$ cat src/sv/fbpa_pkg.sv
// ----------------------------------------------------------------------------
// Fixed block pool allocator package
// Widths, codes and types shared by the interfaces, the divider and the top
// level of the block pool allocator.
// ----------------------------------------------------------------------------
package fbpa_pkg;

   // Number of slots in the free stack.
   localparam int POOL_SLOTS = 1024;
   // Index into the free stack memory.
   localparam int SLOT_IDX_W = $clog2(POOL_SLOTS);
   // Stack pointer, able to hold POOL_SLOTS itself.
   localparam int TOP_W      = $clog2(POOL_SLOTS + 1);

   // Field widths.
   localparam int ADDR_W     = 32;
   localparam int SIZE_W     = 16;
   localparam int ALIGN_W    = 8;
   localparam int STATUS_W   = 2;
   localparam int BLOCKS_W   = 17;
   localparam int CSR_IDX_W  = 3;
   localparam int CSR_DATA_W = 32;

   // Request operation codes.
   localparam logic OP_ALLOC = 1'b0;
   localparam logic OP_FREE  = 1'b1;

   // Configuration register indexes.
   localparam logic [CSR_IDX_W-1:0] CSR_REGION_BASE  = 3'd0;
   localparam logic [CSR_IDX_W-1:0] CSR_REGION_BYTES = 3'd1;
   localparam logic [CSR_IDX_W-1:0] CSR_OBJECT_BYTES = 3'd2;
   localparam logic [CSR_IDX_W-1:0] CSR_OBJECT_ALIGN = 3'd3;

   // Reset values of the configuration registers.
   localparam logic [ADDR_W-1:0]  RESET_REGION_BASE  = 32'd0;
   localparam logic [ADDR_W-1:0]  RESET_REGION_BYTES = 32'd16384;
   localparam logic [SIZE_W-1:0]  RESET_OBJECT_BYTES = 16'd16;
   localparam logic [ALIGN_W-1:0] RESET_OBJECT_ALIGN = 8'd8;

   // Response status codes.
   typedef enum logic [STATUS_W-1:0] {
      STATUS_OK       = 2'd0,
      STATUS_EMPTY    = 2'd1,
      STATUS_MISMATCH = 2'd2,
      STATUS_OVERFLOW = 2'd3
   } status_type;

   // Top level sequencer states.
   typedef enum logic [2:0] {
      ST_SETUP,
      ST_DIVIDE,
      ST_FILL,
      ST_READY,
      ST_POP
   } state_type;

endpackage

$ cat src/sv/fbpa_div.sv
// ----------------------------------------------------------------------------
// Pool slot count divider
// Restoring divider, one quotient bit per cycle, 32-bit dividend by a
// 16-bit divisor.
// ----------------------------------------------------------------------------
module fbpa_div (
   input  logic                        clock,
   input  logic                        reset,
   input  logic                        start,
   input  logic [fbpa_pkg::ADDR_W-1:0] dividend,
   input  logic [fbpa_pkg::SIZE_W-1:0] divisor,
   output logic                        done,
   output logic [fbpa_pkg::ADDR_W-1:0] quotient
);

   localparam int CNT_W = $clog2(fbpa_pkg::ADDR_W);

   logic                        busy_ff, busy_in;
   logic                        done_ff, done_in;
   logic [CNT_W-1:0]            cnt_ff, cnt_in;
   logic [fbpa_pkg::SIZE_W-1:0] rem_ff, rem_in;
   logic [fbpa_pkg::ADDR_W-1:0] quo_ff, quo_in;
   logic [fbpa_pkg::SIZE_W:0]   trial;
   logic                        fits;

   // One restoring step: shift in the next dividend bit, subtract if it fits.
   assign trial = {rem_ff, quo_ff[fbpa_pkg::ADDR_W-1]};
   assign fits  = (trial >= {1'b0, divisor});

   always_comb begin
      busy_in = busy_ff;
      done_in = 1'b0;
      cnt_in  = cnt_ff;
      rem_in  = rem_ff;
      quo_in  = quo_ff;
      if (start) begin
         busy_in = 1'b1;
         cnt_in  = '0;
         rem_in  = '0;
         quo_in  = dividend;
      end else if (busy_ff) begin
         rem_in = fits ? fbpa_pkg::SIZE_W'(trial - {1'b0, divisor})
                       : trial[fbpa_pkg::SIZE_W-1:0];
         quo_in = {quo_ff[fbpa_pkg::ADDR_W-2:0], fits};
         cnt_in = cnt_ff + 1'b1;
         if (cnt_ff == CNT_W'(fbpa_pkg::ADDR_W - 1)) begin
            busy_in = 1'b0;
            done_in = 1'b1;
         end
      end
   end

   // Control state.
   always_ff @(posedge clock) begin
      if (reset) begin
         busy_ff <= 1'b0;
         done_ff <= 1'b0;
      end else begin
         busy_ff <= busy_in;
         done_ff <= done_in;
      end
   end

   // Datapath.
   always_ff @(posedge clock) begin
      cnt_ff <= cnt_in;
      rem_ff <= rem_in;
      quo_ff <= quo_in;
   end

   assign done     = done_ff;
   assign quotient = quo_ff;

endmodule

$ cat config.mk
export PLATFORM = sky130hd
export DESIGN_NAME = fbpa_div
export DESIGN_NICKNAME = d
export VERILOG_FILES = /design/src/sv/fbpa_pkg.sv /design/src/sv/fbpa_div.sv
export SDC_FILE = /design/constraint.sdc
export NUM_CORES = 1
export LEC_CHECK = 0
export BUFFER_PORTS_ARGS = -buffer_cell sky130_fd_sc_hd__buf_2
export CAP_MARGIN = 15
export CORE_UTILIZATION = 40
export DETAILED_ROUTE_END_ITERATION = 16
export PLACE_DENSITY_LB_ADDON = 0.2
export SYNTH_ARGS = -nofsm -noshare
export SYNTH_HDL_FRONTEND = slang
export SYNTH_SLANG_ARGS = --single-unit
$ cat constraint.sdc
create_clock -name clock -period 3.6 [get_ports clock]
set_input_delay 0.72 -clock clock [delete_from_list [all_inputs] [get_ports clock]]
set_output_delay 0.72 -clock clock [all_outputs]
set_load 0.01 [all_outputs]
==> results.md, run 1 <==
* Outcome: complete, no violations
* Int Pwr at 1.06 mW
* RSZ-0062 raised after global routing: false
* Worst Path Arrival at 3.23 ns
* Chip height at 91.6 um
* Post-CTS sizing at 0
* Post-Route Setup TNS at 0 ns
* DR pass1 iterations at 4
* Max Clock Freq at 0.334 GHz
* Antenna fix cells at 0
* Clock Latency Late Sink at 0.31 ns
* Hold Crit Depth at 2
* Starting Density at 0.415
* Total track usage at 0.160
* Layout cell share with drive strength beyond 1 at 0.350
* Fraction of registers with async set/reset at 0
* Main synth FF type: edfxtp_1
* Fin crit share at 0.832
* Syn_area_per_cell at 10.8 um2
* Syn Nets at 367
* Crit. path cell count at 10
* Sw Share at 0.301
* Fin. Hold Viols at 0
* R2R setup slack at 0.76 ns
* Area of the core at 7730 um2
* GPL Wtd Cong at 0.894
* Yosys reg bits at 55
* Syn Std Cell Area at 3210 um2
* CP max-delay cell: a21bo_2
* LEAKAGE at 1.66 nW
* First-pass GRT wire length at 10.7 mm
* Non-Filler Instances at 479
* CP Cell Sequence: buf_2 -> inv_1 -> ha_1 -> and4_4 -> nand3_2 -> nor4_1 -> a2111oi_1 -> a21bo_2 -> mux2_4 -> a211oi_2
* Vias in the first global route at 2297
* Initial antenna violation count at 0
* Slew @ Worst Pin at 0.608 ns
* Iter 0 DRT Violations at 61
* Die area at 8390 um2
* Yosys warns at 0
* # fillers at 724
* Vias at 2443
* I/O pins at 84
* Post-layout net count at 446
* R2R cell count at 8
* Clock Skew at 0.00411 ns
* Logic pwr share at 0.259
* Clock root cell: clkbuf_8
* Sequential Power Share at 0.505
* Syn-to-layout area delta at 18.1%
* Routed wire length at 6.68 mm
* Startpoint Class: input port
* Crit. End Element: flip-flop
* Row cnt at 32
* Setup crit start: divisor[9]
* Via-per-instance ratio at 5.10
* CP Class: in2reg
* Post-DRT Antenna Nets at 0
* Synth Instances at 297
* H-tree depth at 2
* Synth unique cells at 49
* Reg area at 1420 um2
* Clock Sinks at 55
* PD cells at 398 nW/um2
* Max-Cap Viols at 0
* Setup bufs post-CTS at 0
* Hold path startpoint: rem_ff[15]
* Rel. slew slack at 0.595
* CTS Hold Bufs at 0
* Post-synth EDFFs at 32
* Final setup viols at 0
* Worst path required time at 3.83 ns
* Psw at 0.454 mW
* Crit Path Max Fanout at 19
* Hold/Removal Path Class: reg2reg
* CTS tree: built
* Cell family with most CP delay: compound AO/OA/AOI/OAI gates
* Max incr delay on CP at 0.61 ns
* Placed insts at 471
* Die X-Extent at 91.6 um
* Reg-to-reg startpoint: rem_ff[8]
* Post-DP HPWL at 4.88 mm
* Max VDD drop at 0.187 mV
* Multi-input gate area at 1630 um2
* Largest net degree at the start of global routing at 52
* Max-slew violations at 0
* CTS clk-pin slew, worst paths at 0.10 ns
* Drt drc at 0
* GRT overflow at 0
* Clk network pwr share at 0.237
* Clock Tree Buf Depth at 2
* Seq/Total Area, Yosys at 0.443
* Final Critical Period at 2.99 ns
* I/O Buffers at 83
* Total CTS buffers at 5
* Buf+Inv Stages, Crit Path at 2
* Routed wire length per instance at 13.9 um
power groups by stage:
stage / combinational, mW / clock, mW / sequential [mW]
2_1_floorplan: 0.264 / 0 / 0.793
3_3_place_gp: 0.388 / 0 / 0.775
3_5_place_dp: 0.392 / 0 / 0.777
4_1_cts: 0.394 / 0.374 / 0.763
5_1_grt: 0.431 / 0.393 / 0.770
6_report: 0.391 / 0.357 / 0.762
Yosys cell counts, types with 2 or more instances:
cell / number / area, um2
o31ai_1: 2 / 15.0
a21o_1: 4 / 30.0
a21oi_1: 11 / 55.1
buf_1: 2 / 7.51
a211o_1: 2 / 17.5
dfxtp_1: 23 / 460
xor2_1: 8 / 70.1
mux2i_1: 16 / 160
o21ai_0: 4 / 20.0
a31o_1: 2 / 17.5
o21ai_1: 4 / 20.0
and2_1: 3 / 18.8
nor4_1: 2 / 12.5
ha_1: 18 / 225
nor2_1: 28 / 105
xnor2_1: 7 / 61.3
nand2b_1: 3 / 18.8
a31oi_1: 2 / 12.5
edfxtp_1: 32 / 961
nor3_1: 3 / 15.0
and3_1: 3 / 18.8
inv_1: 22 / 82.6
mux2_2: 32 / 360
clkbuf_1: 9 / 33.8
nand3_1: 4 / 20.0
nand2_1: 14 / 52.6
o21a_1: 2 / 15.0
nand4_1: 3 / 18.8
buf_6: 3 / 33.8
a211oi_1: 10 / 75.1
kinds of logic (layout without fill, tap and decap cells):
| family | count (synthesis) | in the layout | synth area share |
|---|---|---|---|
| compound gates | 55 | 55 | 0.123 |
| xor+xnor | 15 | 15 | 0.0409 |
| flops | 55 | 55 | 0.443 |
| simple gates | 68 | 68 | 0.101 |
| fa+ha+maj | 19 | 19 | 0.0764 |
| buf+inv | 36 | 116 | 0.0491 |
| mux | 49 | 49 | 0.167 |
per-stage QoR:
step	utilization	hold WS (ns)	power, mW	setup slack, ns	cell area [um2]
floorplan	-	0.427	1.06	0.659	3210
global placement	0.479	0.455	1.16	0.376	3700
CTS	0.491	0.476	1.53	0.611	3790
finish	0.491	0.472	1.51	0.605	3790
global route	0.491	0.487	1.59	0.436	3790
detailed placement	0.479	0.461	1.17	0.278	3700
flip-flops by register name, indices dropped and copies added (netlist names):
register	flops
rem_ff	16
done	1
cnt_ff	5
busy_ff	1
quotient	32
layout by cell type, fill, tap and decap left out, types with 2 or more instances in the layout:
cell and count:
buf_2 83, mux2_2 32, edfxtp_1 32, nor2_1 28, dfxtp_1 23, inv_1 22, ha_1 18, mux2i_1 16
nand2_1 14, a21oi_1 11, a211oi_1 10, xor2_1 8, xnor2_1 7, clkbuf_8 5, a21o_1 4, nand3_1 4
o21ai_1 4, o21ai_0 4, and3_1 3, and2_1 3, nand4_1 3, nand2b_1 3, nor3_1 3, buf_4 3
a211o_1 2, nor4_1 2, a31o_1 2, a31oi_1 2, o31ai_1 2, o21a_1 2
per-layer routing:
layer | global-route usage | routed length, um
met4 | 0.0556 | 136
met2 | 0.264 | 3160
met1 | 0.209 | 3090
met5 | 0 | 0
met3 | 0.0318 | 296
final cells by class:
type | count | area share
repair buffers | 86 | 0.115
clock inverters | 3 | 0.00594
well taps | 102 | 0.0337
multi-input cells | 206 | 0.430
flip-flops and latches | 55 | 0.375
clock buffers | 5 | 0.0181
inverters | 22 | 0.0218
path summary, 6_finish.rpt:
kind	endpoint
hold / removal	rem_ff[15]
hold reg to reg	rem_ff[15]
setup / recovery	rem_ff[0]
setup reg to reg	rem_ff[0]
tightest hold or removal path: stages, from the launching register on:
cell	delay (ns)
dfxtp_1	0.33
nand2_1	0.05
o31ai_1	0.05
No activity file was read; power rests on OpenSTA's default activity.
==> run 2, diff against run 1 <==
==> constraint.sdc (replaced) <==
create_clock -name clock -period 2.8 [get_ports clock]
set_input_delay 0.56 -clock clock [delete_from_list [all_inputs] [get_ports clock]]
set_output_delay 0.56 -clock clock [all_outputs]
set_load 0.01 [all_outputs]
==> run 2 against run 1 <==
Against the previous run:
- combinational power rose by 44%
- hold slack got worse by 0.045 ns
- clock skew rose by 0.0069 ns
- register-to-register slack got worse by 0.51 ns
- critical path depth rose by 1
- largest power group unchanged
==> results.md, run 2 (synthesis gave the netlist of run 1 again) <==
* Outcome: complete, no violations
* Row cnt at 32
* Commonest cells after routing, fill and taps aside: 83 x buf_2, 32 x mux2_2, 32 x edfxtp_1, 28 x nor2_1, 25 x buf_4
* CP Cell Sequence: buf_2 -> inv_1 -> ha_1 -> and4_4 -> nand3_2 -> nor4_1 -> a2111oi_2 -> a21bo_2 -> buf_4 -> mux2i_1 -> a211oi_1
* Post-DP HPWL at 5.24 mm
* CTS Hold Bufs at 0
* Clock root cell: clkbuf_8
* CP max-delay cell: a21bo_2
* Max VDD drop at 0.249 mV
* DR pass1 iterations at 4
* Final Critical Period at 2.56 ns
* Vias at 2504
* Drt drc at 0
* Max-slew violations at 0
* Dpl ws at -0.179 ns
* Slack of the critical path at 0.238 ns
* Max incr delay on CP at 0.41 ns
* Hold/Removal Path Class: in2reg
* Hold WS at 0.427 ns
* First-pass GRT wire length at 11.1 mm
* Crit Path Max Fanout at 10
* Initial antenna violation count at 0
* Clock Sinks at 55
* Rel. slew slack at 0.698
* Via-per-instance ratio at 4.99
* Worst path required time at 2.98 ns
* Worst Path Arrival at 2.75 ns
* CP Class: in2reg
* H-tree depth at 2
* Starting Density at 0.415
* Clock Latency Late Sink at 0.31 ns
* I/O Buffers at 83
* Vias in the first global route at 2357
* Buf+Inv Stages, Crit Path at 3
* Total CTS buffers at 5
* Post-layout net count at 469
* Chip height at 91.6 um
* # fillers at 707
* Die X-Extent at 91.6 um
* Cell family with most CP delay: simple AND/OR/NAND/NOR gates
* LEAKAGE at 1.77 nW
* Iter 0 DRT Violations at 104
* Slew @ Worst Pin at 0.451 ns
* Final setup viols at 0
* Routed wire length per instance at 13.7 um
* Max Clock Freq at 0.390 GHz
* Die area at 8390 um2
* Post-DRT Antenna Nets at 0
* Antenna fix cells at 0
* Fin. Hold Viols at 0
* Max-Cap Viols at 0
* GRT overflow at 0
* Largest net degree at the start of global routing at 33
* Fin crit share at 0.915
* RSZ-0062 raised after global routing: false
* PD cells at 500 nW/um2
* Clock Tree Buf Depth at 2
* Crit. End Element: flip-flop
* CTS tree: built
* CTS clk-pin slew, worst paths at 0.10 ns
* Area of the core at 7730 um2
* Routed wire length at 6.86 mm
* I/O pins at 84
* Clock Skew at 0.0111 ns
* Syn-to-layout area delta at 24.0%
* Startpoint Class: input port
* Commonest non-fill, non-tap cell in the layout: buf_2
* Total track usage at 0.165
* Layout cell share with drive strength beyond 1 at 0.388
* GPL Wtd Cong at 0.834
* Largest register FFs at 32
[run 2: where the power goes]
part / internal, mW / switching [mW]
combinational: 0.284 / 0.280
sequential: 0.940 / 0.0398
clock: 0.180 / 0.267
[run 2: timing repair]
item,4_1_cts,5_1_grt
gates resized for setup,0,1
buffers inserted,0,0
setup endpoints to repair,0,4
[run 2: final cells by class]
type | count | area, um2 | share of cell area
Timing Repair Buffer | 109 | 623 | 0.157
Tap cell | 102 | 128 | 0.0321
Inverter | 22 | 82.6 | 0.0207
Clock inverter | 2 | 16.3 | 0.00409
Sequential cell | 55 | 1420 | 0.357
Clock buffer | 6 | 72.6 | 0.0182
Multi-Input combinational cell | 206 | 1640 | 0.411
[run 2: through the flow]
step / power [mW] / setup TNS, ns / utilization / instances / cell area [um2]
3_5_place_dp: 1.56 / -1.71 / 0.503 / 494 / 3890
4_1_cts: 2.02 / 0 / 0.514 / 502 / 3980
6_report: 1.99 / 0 / 0.515 / 502 / 3980
2_1_floorplan: 1.36 / 0 / - / 297 / 3210
5_1_grt: 2.10 / 0 / 0.515 / 502 / 3980
3_3_place_gp: 1.56 / -1.32 / 0.503 / 494 / 3890
[run 2: per-layer routing]
metal  vias up  share of wire  track usage
li1       1280              -            -
met1      1170           0.50        0.233
met2        48           0.46        0.265
met3         6          0.027       0.0235
met4         0          0.010       0.0423
met5         -              0            0
[run 2: worst paths after layout]
| path | from | to | slack [ns] | depth (start not counted) |
|---|---|---|---|---|
| max | divisor[8] | rem_ff[4] | 0.24 | 11 |
| min | reset | busy_ff | 0.43 | 2 |
| max reg2reg | rem_ff[7] | rem_ff[4] | 0.25 | 9 |
| min reg2reg | rem_ff[13] | rem_ff[13] | 0.47 | 2 |
